<file path="config.mk">
export PLATFORM = sky130hd
export DESIGN_NAME = clock_time_set_editor
export DESIGN_NICKNAME = d
export VERILOG_FILES = /design/src/hdl/ctse_pkg.sv /design/src/hdl/ctse_next.sv /design/src/hdl/clock_time_set_editor.sv
export SDC_FILE = /design/constraint.sdc
export NUM_CORES = 1
export LEC_CHECK = 0
export ABC_AREA = 1
export ABC_CLOCK_PERIOD_IN_PS = 15400
export BUFFER_PORTS_ARGS = -buffer_cell sky130_fd_sc_hd__buf_4
export CORE_AREA = 8 8 122 180
export CTS_CLUSTER_SIZE = 16
export DETAILED_ROUTE_END_ITERATION = 8
export DIE_AREA = 0 0 130 188
export PLACE_DENSITY = 0.63
export SYNTH_ARGS = -nofsm -noshare
export SYNTH_HDL_FRONTEND = slang
export SYNTH_SLANG_ARGS = --single-unit
</file>
<file path="constraint.sdc">
create_clock -name clk -period 15.4 [get_ports clk]
set_input_delay 3.08 -clock clk [delete_from_list [all_inputs] [get_ports clk]]
set_output_delay 3.08 -clock clk [all_outputs]
set_load 0.01 [all_outputs]
</file>
<file path="src/hdl/ctse_pkg.sv">
// Shared types, command and cursor codes, and calendar helpers for the
// time-set editor. No dependencies.
`timescale 1ns / 1ps
`default_nettype none

package ctse_pkg;

  // Command kinds
  typedef enum logic [1:0] {
    KIND_LOAD   = 2'd0,
    KIND_NEXT   = 2'd1,
    KIND_STOP   = 2'd2,
    KIND_CHANGE = 2'd3
  } kind_t;

  // Edit cursor codes
  localparam logic [2:0] CUR_NONE   = 3'd0;
  localparam logic [2:0] CUR_HOUR   = 3'd1;
  localparam logic [2:0] CUR_MINUTE = 3'd2;
  localparam logic [2:0] CUR_SECOND = 3'd3;
  localparam logic [2:0] CUR_DATE   = 3'd4;
  localparam logic [2:0] CUR_MONTH  = 3'd5;
  localparam logic [2:0] CUR_YEAR   = 3'd6;

  // Field bounds
  localparam logic [6:0] HOUR_TOP   = 7'd23;
  localparam logic [6:0] MINUTE_TOP = 7'd59;
  localparam logic [6:0] MONTH_TOP  = 7'd12;
  localparam logic [6:0] YEAR_TOP   = 7'd99;
  localparam logic [6:0] ZERO_BOT   = 7'd0;
  localparam logic [6:0] ONE_BOT    = 7'd1;

  // Calendar time
  typedef struct packed {
    logic [5:0] second;
    logic [5:0] minute;
    logic [4:0] hour;
    logic [2:0] weekday;
    logic [4:0] day;
    logic [3:0] month;
    logic [6:0] year;
  } time_t;

  // One command as held in the input register
  typedef struct packed {
    kind_t             kind;
    logic signed [3:0] step;
    time_t             load;
  } cmd_t;

  // Add a signed step; past the top goes to the bottom, below the bottom to the top
  function automatic logic [6:0] wrap_add(input logic [6:0] v,
                                          input logic signed [3:0] step,
                                          input logic [6:0] bottom,
                                          input logic [6:0] top);
    logic signed [8:0] r;
    r = $signed({2'b00, v}) + 9'(step);
    if (r > $signed({2'b00, top})) begin
      r = $signed({2'b00, bottom});
    end else if (r < $signed({2'b00, bottom})) begin
      r = $signed({2'b00, top});
    end
    return r[6:0];
  endfunction

  // Days in month; leap February when the year is a multiple of four
  function automatic logic [4:0] month_days(input logic [3:0] month,
                                            input logic [6:0] year);
    logic [4:0] d;
    case (month)
      4'd2:    d = (year[1:0] == 2'b00) ? 5'd29 : 5'd28;
      4'd4,
      4'd6,
      4'd9,
      4'd11:   d = 5'd30;
      default: d = 5'd31;
    endcase
    return d;
  endfunction

  // floor(31 * m / 12) for a 4-bit m
  function automatic logic [5:0] month_offset(input logic [3:0] m);
    logic [5:0] t;
    case (m)
      4'd0:    t = 6'd0;
      4'd1:    t = 6'd2;
      4'd2:    t = 6'd5;
      4'd3:    t = 6'd7;
      4'd4:    t = 6'd10;
      4'd5:    t = 6'd12;
      4'd6:    t = 6'd15;
      4'd7:    t = 6'd18;
      4'd8:    t = 6'd20;
      4'd9:    t = 6'd23;
      4'd10:   t = 6'd25;
      4'd11:   t = 6'd28;
      4'd12:   t = 6'd31;
      4'd13:   t = 6'd33;
      4'd14:   t = 6'd36;
      default: t = 6'd38;
    endcase
    return t;
  endfunction

  // Day of week 1..7 from date, month and two-digit year (0 shows as 7)
  function automatic logic [2:0] calc_weekday(input logic [4:0] day,
                                              input logic [3:0] month,
                                              input logic [6:0] year);
    logic       a;
    logic [7:0] y;
    logic [4:0] m5;
    logic [7:0] sum;
    logic [4:0] f1;
    logic [3:0] f2;
    logic [2:0] w;
    a   = (month <= 4'd2);
    y   = 8'd12 + {1'b0, year} - {7'd0, a};
    m5  = {1'b0, month} + (a ? 5'd12 : 5'd0) - 5'd2;
    sum = {3'd0, day} + y + {2'b00, y[7:2]} + {2'b00, month_offset(m5[3:0])};
    // mod 7 by folding octal digits (8 == 1 mod 7)
    f1  = {2'b00, sum[2:0]} + {2'b00, sum[5:3]} + {3'b000, sum[7:6]};
    f2  = {1'b0, f1[2:0]} + {2'b00, f1[4:3]};
    w   = (f2 >= 4'd7) ? 3'(f2 - 4'd7) : f2[2:0];
    return (w == 3'd0) ? 3'd7 : w;
  endfunction

endpackage

`default_nettype wire

</file>
<file path="src/hdl/ctse_next.sv">
// Next-state logic of the time-set editor: applies one command to the
// cursor and calendar time. Depends on ctse_pkg.
`timescale 1ns / 1ps
`default_nettype none

module ctse_next (
  input  ctse_pkg::cmd_t  cmd,
  input  logic [2:0]      cursor,
  input  ctse_pkg::time_t cur_time,
  output logic [2:0]      cursor_nxt,
  output ctse_pkg::time_t time_nxt,
  output logic            strobe
);
  import ctse_pkg::*;

  time_t      stepped;
  logic [4:0] md_old;
  logic [4:0] md_new;
  logic [6:0] w_hour;
  logic [6:0] w_minute;
  logic [6:0] w_day;
  logic [6:0] w_month;
  logic [6:0] w_year;

  // Wrapped candidates for each steppable field
  assign md_old   = month_days(cur_time.month, cur_time.year);
  assign w_hour   = wrap_add({2'b00, cur_time.hour}, cmd.step, ZERO_BOT, HOUR_TOP);
  assign w_minute = wrap_add({1'b0, cur_time.minute}, cmd.step, ZERO_BOT, MINUTE_TOP);
  assign w_day    = wrap_add({2'b00, cur_time.day}, cmd.step, ONE_BOT, {2'b00, md_old});
  assign w_month  = wrap_add({3'b000, cur_time.month}, cmd.step, ONE_BOT, MONTH_TOP);
  assign w_year   = wrap_add(cur_time.year, cmd.step, ZERO_BOT, YEAR_TOP);

  // Step the field under the cursor; the second field is cleared instead
  always_comb begin
    stepped = cur_time;
    case (cursor)
      CUR_HOUR:   stepped.hour   = w_hour[4:0];
      CUR_MINUTE: stepped.minute = w_minute[5:0];
      CUR_SECOND: stepped.second = 6'd0;
      CUR_DATE:   stepped.day    = w_day[4:0];
      CUR_MONTH:  stepped.month  = w_month[3:0];
      CUR_YEAR:   stepped.year   = w_year;
      default:    stepped = cur_time;
    endcase
  end

  assign md_new = month_days(stepped.month, stepped.year);

  // Command decode; change clamps the date and may recompute the weekday
  always_comb begin
    cursor_nxt = cursor;
    time_nxt   = cur_time;
    strobe     = 1'b0;
    case (cmd.kind)
      KIND_LOAD: begin
        time_nxt = cmd.load;
      end
      KIND_NEXT: begin
        if (cursor >= CUR_HOUR && cursor <= CUR_MONTH) begin
          cursor_nxt = cursor + 3'd1;
        end else begin
          cursor_nxt = CUR_HOUR;
        end
      end
      KIND_STOP: begin
        cursor_nxt = CUR_NONE;
      end
      KIND_CHANGE: begin
        time_nxt = stepped;
        if (stepped.day > md_new) begin
          time_nxt.day = md_new;
        end
        if (cursor >= CUR_DATE && cursor <= CUR_YEAR) begin
          time_nxt.weekday = calc_weekday(time_nxt.day, stepped.month, stepped.year);
        end
        strobe = 1'b1;
      end
      default: begin
        cursor_nxt = cursor;
      end
    endcase
  end

endmodule

`default_nettype wire

</file>
<file path="src/hdl/clock_time_set_editor.sv">
// Calendar time-set editor: a command passes the input register, then the state/result
// register, before its result can transfer; one item per cycle sustained while the
// result channel does not stall, with a single next-state pass between the two registers.
// The state registers are the result register; a stalled result holds them.
// Synchronous active-low reset: cursor none, time 00:00:00, weekday 1,
// date 1, month 1, year 0, both stages empty. Depends on ctse_pkg, ctse_next.
`timescale 1ns / 1ps
`default_nettype none

module clock_time_set_editor (
  input  logic       clk,
  input  logic       rst_n,
  // command channel
  input  logic       in_valid,
  output logic       in_stall,
  input  logic [1:0] in_kind,
  input  logic [3:0] in_step,
  input  logic [5:0] in_load_second,
  input  logic [5:0] in_load_minute,
  input  logic [4:0] in_load_hour,
  input  logic [2:0] in_load_weekday,
  input  logic [4:0] in_load_day,
  input  logic [3:0] in_load_month,
  input  logic [6:0] in_load_year,
  // result channel
  output logic       out_valid,
  input  logic       out_stall,
  output logic       out_editing,
  output logic [2:0] out_cursor,
  output logic [5:0] out_second,
  output logic [5:0] out_minute,
  output logic [4:0] out_hour,
  output logic [2:0] out_weekday,
  output logic [4:0] out_day,
  output logic [3:0] out_month,
  output logic [6:0] out_year,
  output logic       out_write_strobe
);
  import ctse_pkg::*;

  logic       s1_valid_r;
  logic       s1_valid_nxt;
  cmd_t       s1_cmd_r;
  logic       out_valid_r;
  logic       out_valid_nxt;
  logic [2:0] cursor_r;
  logic [2:0] cursor_nxt;
  time_t      time_r;
  time_t      time_nxt;
  logic       strobe_r;
  logic       strobe_nxt;
  logic       in_xfer;
  logic       out_xfer;
  logic       s1_go;

  // Handshake: stage 1 moves on when the result slot is free or draining
  assign s1_go    = s1_valid_r && (!out_valid_r || !out_stall);
  assign in_stall = s1_valid_r && !s1_go;
  assign in_xfer  = in_valid && !in_stall;
  assign out_xfer = out_valid_r && !out_stall;

  assign s1_valid_nxt  = in_xfer ? 1'b1 : (s1_go ? 1'b0 : s1_valid_r);
  assign out_valid_nxt = s1_go ? 1'b1 : (out_xfer ? 1'b0 : out_valid_r);

  // Input register
  always_ff @(posedge clk) begin
    if (!rst_n) begin
      s1_valid_r <= 1'b0;
    end else begin
      s1_valid_r <= s1_valid_nxt;
    end
    if (in_xfer) begin
      s1_cmd_r.kind <= kind_t'(in_kind);
      s1_cmd_r.step <= $signed(in_step);
      s1_cmd_r.load <= '{second:  in_load_second,
                         minute:  in_load_minute,
                         hour:    in_load_hour,
                         weekday: in_load_weekday,
                         day:     in_load_day,
                         month:   in_load_month,
                         year:    in_load_year};
    end
  end

  // Next-state pass
  ctse_next u_next (
    .cmd        (s1_cmd_r),
    .cursor     (cursor_r),
    .cur_time   (time_r),
    .cursor_nxt (cursor_nxt),
    .time_nxt   (time_nxt),
    .strobe     (strobe_nxt)
  );

  // State and result register
  always_ff @(posedge clk) begin
    if (!rst_n) begin
      out_valid_r <= 1'b0;
      cursor_r    <= CUR_NONE;
      time_r      <= '{second: 6'd0, minute: 6'd0, hour: 5'd0, weekday: 3'd1,
                       day: 5'd1, month: 4'd1, year: 7'd0};
      strobe_r    <= 1'b0;
    end else begin
      out_valid_r <= out_valid_nxt;
      if (s1_go) begin
        cursor_r <= cursor_nxt;
        time_r   <= time_nxt;
        strobe_r <= strobe_nxt;
      end
    end
  end

  assign out_valid        = out_valid_r;
  assign out_editing      = (cursor_r != CUR_NONE);
  assign out_cursor       = cursor_r;
  assign out_second       = time_r.second;
  assign out_minute       = time_r.minute;
  assign out_hour         = time_r.hour;
  assign out_weekday      = time_r.weekday;
  assign out_day          = time_r.day;
  assign out_month        = time_r.month;
  assign out_year         = time_r.year;
  assign out_write_strobe = strobe_r;

  // Checks
  a_in_lands: assert property (@(posedge clk) disable iff (!rst_n)
    in_xfer |=> s1_valid_r)
    else $error("accepted command did not reach the input register");

  a_s1_drains: assert property (@(posedge clk) disable iff (!rst_n)
    (s1_valid_r && !out_valid_r) |=> out_valid_r)
    else $error("command in input register was not turned into a result");

  a_s1_holds: assert property (@(posedge clk) disable iff (!rst_n)
    (s1_valid_r && !s1_go && !in_xfer) |=> (s1_valid_r && $stable(s1_cmd_r)))
    else $error("waiting command changed or vanished");

  a_date_clamped: assert property (@(posedge clk) disable iff (!rst_n)
    (out_valid_r && strobe_r) |-> (time_r.day <= month_days(time_r.month, time_r.year)))
    else $error("date exceeds month length after a change");

endmodule

`default_nettype wire
</file>
==> run_results.csv, run 1 <==
group,metric,value,unit
cells_and_area,syn2layout_area_growth,18.6,%
global_route,grt_overflow,0,
cells_and_area,diodes,0,
critical_path,reg2reg_slack,6070,ps
clock_tree,cts_buffer_depth,2,
critical_path,crit_buf_inv,7,
placed_design,port_buffers,88,
clock_tree,htree_num_levels,3,
synth,avgSynthCellArea,8.24,um2
timing,max_freq,0.107,GHz
timing,setup_viol,0,
critical_path,critical_path_cell_count,51,
timing,rsz0062_at_grt,"false",
route,antenna_left,0,
route,routed_wl,17000,um
route,routedWlPerCell,14.6,um
floorplan,rows,63,
timing,hold_viol_final,0,
timing,period_share,0.606,
critical_path,path_class,"register to register",
global_route,grt_usage,0.145,
route,route.vias.total,5624,
critical_path,cp.required,15670,ps
synth,yosysWarnings,0,
route,drt_first_pass_iters,5,
synth,mappedNetlistNets,950,
pwr,powerDensity,184,nW/um2
pwr,leakagePower,3.67,nW
critical_path,worst_path_most_repeated_cell,"inv_1",
clock_tree,post_cts_resize_count,0,
floorplan,die_h,188,um
global_route,grt_pass1_vias,5814,
synth,syn_inst,807,
route,routed_via_density,4.83,
critical_path,slowest_stage,"edfxtp_1",
route,route.detailed.drc,0,
floorplan,io_pins,89,
worst_hold_path,hold_path.class,"register to register",
timing,relSlewSlack,0.588,
clock_tree,clock_latency,340,ps
critical_path,regToRegEndpoint,"out_weekday[1]",
synth,ys.flop_type,"edfxtp_1",
critical_path,worstPathArrival,9600,ps
floorplan,chipWidth,130,um
global_route,grt_max_degree,49,
critical_path,slowest_delay,610,ps
flow_run,cap_violations,0,
timing,fin_crit,9330,ps
timing,worstMarginPinSlew,614,ps
critical_path,endpoint_kind,"register",
clock_tree,cts_tree,"yes",
floorplan,fp.dieArea,24400,um2
synth,synth_edf_count,42,
clock_tree,cts_root_buffer,"clkbuf_16",
cells_and_area,layout_common_cells,"nand2_1 (154), inv_1 (108), buf_4 (94), ha_1 (77), a21oi_1 (75)",
floorplan,core-area,19500,um2
placed_design,gp_congestion,0.919,
timing,finalClockSkew,10.9,ps
clock_tree,post_cts_buffers,0,
placed_design,hpwlAfterDp,13700,um
clock_tree,cts.reportedPaths.clkPinSlew,70,ps
critical_path,crit_family,"adder cells",
clock_tree,cts_hold_buf,0,
cells_and_area,mostFrequentLayoutCell,"nand2_1",
cells_and_area,drive_gt1_frac,0.186,
timing,fin_tns_setup,0,ps
cells_and_area,fin_util,0.405,
outcome,status,"completed",
clock_tree,clock_sinks,84,
timing,finalMaxSlewViolations,0,
clock_tree,cts_buffers,9,
synth,yosysSeqAreaShare,0.316,
global_route,antenna_found_initial,0,
critical_path,timing.rr.start,"s1_cmd_r[37]",
global_route,grt_pass1_wl,28200,um
route,drt_iter0_markers,192,
pwr,vdd_drop_max,253,uV
synth,postSynth.asyncResetShare,0,
synth,ys_ff_latch,84,
critical_path,cp-start-kind,"register",
critical_path,crit_path_end,"out_weekday[1]",
synth,synth_cell_types,50,
synth,syn_area,6650,um2
critical_path,r2r_cells,51,
floorplan,start_util,0.342,
critical_path,crit_fanout,8,
critical_path,crit_path_start,"s1_cmd_r[37]",
cells_and_area,nNetsFinal,1042,
-- cell type report --
cell class / instances / area [um2]
clock buffers: 10 / 229
clock inverters: 6 / 65.1
fillers: 1994 / 11600
inverters: 119 / 447
multi-input cells: 591 / 4020
flip-flops and latches: 84 / 2100
well taps: 260 / 325
repair buffers: 94 / 706
-- worst min path at each step --
| stage | startpoint | endpoint | slack [ps] | depth (start not counted) |
|---|---|---|---|---|
| 2_1_floorplan | s1_cmd_r[16] | out_weekday[0] | 450 | 2 |
| 3_3_place_gp | out_second[5] | out_second[5] | 460 | 2 |
| 3_5_place_dp | out_weekday[2] | out_weekday[2] | 470 | 2 |
| 4_1_cts | out_weekday[2] | out_weekday[2] | 480 | 2 |
| 5_1_grt | out_weekday[2] | out_weekday[2] | 500 | 2 |
| 6_report | out_weekday[2] | out_weekday[2] | 470 | 2 |
-- flip-flops by register name, indices dropped and copies added, names as in the netlist --
register / count
out_weekday: 3
out_second: 6
out_minute: 6
out_write_strobe: 1
out_cursor: 3
s1_valid_r: 1
s1_cmd_r: 42
out_day: 5
out_hour: 5
out_year: 7
out_month: 4
out_valid: 1
-- worst register-to-register path: cells and delay by family (launching register included) --
family                     cells  cell delay, ps
DFF                            1             610
buffers and inverters          7             670
xor gates and xnor gates       3             500
and+or+nand+nor               19            2010
adders and majority gates     11            3830
AOI/OAI and AO/OA             11            1640
-- metal layers --
metal  GRT usage  up-vias  part of all wire
met5           0        -                 0
met4      0.0628        0             0.032
met3      0.0239       26             0.030
met2       0.267      115              0.54
met1       0.158     2622              0.40
li1            -     2861                 -
-- power by group --
group	switching [mW]	internal (mW)
Sequential	0.00952	0.248
Clock	0.0912	0.126
Combinational	0.579	0.399
-- Yosys cell counts (3+ instances only) --
master    instances  area [um2]
clkinv_1          3        11.3
nand3_2           5        50.1
nand2_1         154         578
nand3_1          39         195
or2_2             3        18.8
o21ai_1           4        20.0
o211ai_1         20         150
clkbuf_1          6        22.5
nor3_1            4        20.0
dfxtp_1          42         841
a21oi_1          75         375
and2_1            4        25.0
inv_2             7        26.3
inv_1           109         409
a21oi_2           4        35.0
xnor2_1           8        70.1
o21ai_2           4        35.0
nor2_2            5        31.3
o21ai_0          25         125
nor2_1           51         191
xor2_1           21         184
o22ai_1           4        25.0
ha_1             77         963
a22oi_1           7        52.6
nand2_2          20         125
nand4_1           6        37.5
xor2_2            4        65.1
edfxtp_1         42        1260
fa_1             20         400
-- stage by stage --
step           std cells  cell area, um2  hold WS, ps  total power, mW  setup slack (ps)
4_1_cts             1164            7890          476             1.48              6030
5_1_grt             1164            7890          503             1.64              5170
2_1_floorplan        807            6650          448             1.05              6920
3_3_place_gp        1148            7600          460             1.22              6210
6_report            1164            7890          472             1.45              6070
3_5_place_dp        1148            7600          465             1.25              6080
-- cells by family after synthesis --
| logic type | share of synthesized area |
|---|---|
| simple gates | 0.205 |
| compound gates | 0.146 |
| buf+inv | 0.0801 |
| fa+ha+maj | 0.205 |
| flops | 0.316 |
| xor+xnor | 0.0480 |
Power figures use the tool's default switching activity.
==> inputs of run 2 (changes only) <==
- ABC_CLOCK_PERIOD_IN_PS: 15400 -> 8900
- clock period: 15.4 -> 8.9 ns (I/O delays scaled with it)
==> run 2 against run 1 <==
Against the previous run:
- sequential cell count stayed put
- via count rose by 6.1%
- first-iteration DRC count rose by 29%
- die area stayed put
- hold slack about the same
- global-route usage is 0.58 points higher
- sequential power rose by 72%
- power up 110%
- clock power up 81%
- wire length is 9.1% higher
- non-clock buffer count up 38
- critical path type unchanged
==> run_results.csv, run 2 (synthesis gave the netlist of run 1 again) <==
group,metric,value,unit
placed_design,hpwlAfterDp,14200,um
critical_path,cp-start-kind,"register",
route,drt_iter0_markers,248,
cells_and_area,fillerInstances,1909,
clock_tree,clock_latency,350,ps
critical_path,crit_path_end,"out_weekday[1]",
cells_and_area,diodes,0,
cells_and_area,top_register,"s1_cmd_r",
route,routedWlPerCell,15.5,um
clock_tree,cts.reportedPaths.clkPinSlew,70,ps
global_route,grt_usage,0.151,
route,antenna_left,0,
route,route.vias.total,5965,
timing,finalMaxSlewViolations,0,
global_route,antenna_found_initial,0,
pwr,p_switching,1.36,mW
timing,setup_viol,0,
critical_path,worst_path_most_repeated_cell,"inv_2",
critical_path,reg2reg_slack,380,ps
global_route,grt_pass1_wl,28900,um
global_route,grt_pass1_vias,6054,
timing,period_share,0.958,
placed_design,port_buffers,88,
flow_run,cap_violations,0,
critical_path,crit_path_start,"s1_cmd_r[36]",
route,drt_first_pass_iters,5,
pwr,p_total,2.99,mW
critical_path,crit_fanout,5,
floorplan,die_h,188,um
clock_tree,cts_buffers,9,
pwr,leakagePower,3.89,nW
timing,rsz0062_at_grt,"true",
timing,relSlewSlack,0.493,
pwr,p_sw_frac,0.454,
placed_design,gp_congestion,0.895,
critical_path,regToRegEndpoint,"out_weekday[1]",
pwr,p_clk_frac,0.131,
timing,fin_hold_ws,472,ps
worst_hold_path,hold_path.class,"register to register",
pwr,combinationalPowerShare,0.720,
cells_and_area,largest_reg_flops,42,
pwr,internal-power,1.63,mW
critical_path,path_class,"register to register",
clock_tree,cts_buffer_depth,2,
pwr,seqPwrFrac,0.148,
critical_path,timing.rr.start,"s1_cmd_r[36]",
route,routed_via_density,4.96,
floorplan,chipWidth,130,um
critical_path,endpoint_kind,"register",
cells_and_area,drive_gt1_frac,0.294,
floorplan,rows,63,
global_route,grt_max_degree,48,
worst_hold_path,min_from,"out_write_strobe",
pwr,vdd_drop_max,767,uV
cells_and_area,mostFrequentLayoutCell,"nand2_1",
timing,hold_viol_final,0,
cells_and_area,nNetsFinal,1080,
timing,finalClockSkew,13.5,ps
clock_tree,clock_sinks,84,
cells_and_area,layout_common_cells,"nand2_1 (147), buf_4 (124), inv_1 (95), a21oi_1 (68), ha_1 (62)",
route,routed_wl,18600,um
global_route,grt_overflow,0,
timing,worstMarginPinSlew,756,ps
worst_hold_path,min_path_cells,2,
critical_path,worstPathArrival,8810,ps
critical_path,slowest_delay,610,ps
critical_path,cp.required,9180,ps
clock_tree,cts_tree,"yes",
floorplan,core-area,19500,um2
floorplan,start_util,0.342,
cells_and_area,syn2layout_area_growth,28.1,%
critical_path,r2r_cells,46,
floorplan,fp.dieArea,24400,um2
clock_tree,cts_root_buffer,"clkbuf_16",
pwr,powerDensity,351,nW/um2
clock_tree,htree_num_levels,3,
outcome,status,"completed",
route,route.detailed.drc,0,
floorplan,io_pins,89,
timing,fin_crit,8520,ps
critical_path,slowest_stage,"fa_2",
timing,max_freq,0.117,GHz
## run 2: cell types whose count changed in the layout (fill, tap and decap cells not counted), moves of 7 or more
| cell | previous run | this run |
|---|---|---|
| inv_1 | 108 | 95 |
| a21oi_2 | 4 | 11 |
| ha_2 | 0 | 8 |
| a21oi_1 | 75 | 68 |
| nand2_1 | 154 | 147 |
| buf_4 | 94 | 124 |
| ha_1 | 77 | 62 |
| ha_4 | 0 | 7 |
| buf_6 | 0 | 7 |
| inv_2 | 7 | 18 |
## run 2: worst min path at each step
| stage | slack [ps] | endpoint |
|---|---|---|
| 3_5_place_dp | 460 | out_write_strobe |
| 4_1_cts | 470 | out_write_strobe |
| 2_1_floorplan | 450 | out_weekday[0] |
| 6_report | 470 | out_write_strobe |
| 5_1_grt | 500 | out_write_strobe |
| 3_3_place_gp | 450 | out_write_strobe |
## run 2: layer usage
layer	vias up	share of wire	global-route usage
li1	2941	-	-
met1	2786	0.37	0.149
met2	177	0.53	0.278
met3	61	0.048	0.0338
met4	0	0.049	0.0884
met5	-	0	0
## run 2: metrics by stage
step	area, um2	setup slack, ps	instances	util	setup TNS, ps
finish	8520	377	1202	0.438	0
global route	8520	-144	1202	0.438	-199
CTS	8060	1.48	1180	0.414	0
detailed placement	7730	-40.4	1164	0.397	-40.4
global placement	7730	113	1164	0.397	0
floorplan	6650	423	807	-	0
## run 2: cell type report
class	instances	area (um2)	share of cell area
Timing Repair Buffer	132	1030	0.121
Multi-Input combinational cell	591	4310	0.506
Inverter	119	452	0.0530
Clock inverter	7	78.8	0.00925
Tap cell	260	325	0.0382
Sequential cell	84	2100	0.247
Clock buffer	9	225	0.0264
## run 2: critical path: cells and delay by family (launching register included)
family          cells  cell delay, ps
xor+xnor            4             670
simple gates       11             920
flops               1             400
fa+ha+maj          13            4610
buf+inv             9             640
compound gates      9            1180
## run 2: repair_timing
| action | CTS | global route |
|---|---|---|
| hold buffers | 0 | 0 |
| resized for setup | 7 | 84 |
| cloned | 0 | 1 |
| pin swaps | 1 | 57 |
| setup endpoints to repair | 3 | 3 |
| buffers inserted | 0 | 21 |
## run 2: power by group through the flow
| stage | clock (mW) | combinational [mW] | sequential [mW] |
|---|---|---|---|
| finish | 0.392 | 2.15 | 0.444 |
| global route | 0.416 | 2.43 | 0.446 |
| CTS | 0.404 | 1.73 | 0.443 |
| detailed placement | 0 | 1.70 | 0.452 |
| global placement | 0 | 1.68 | 0.451 |
| floorplan | 0 | 1.37 | 0.454 |
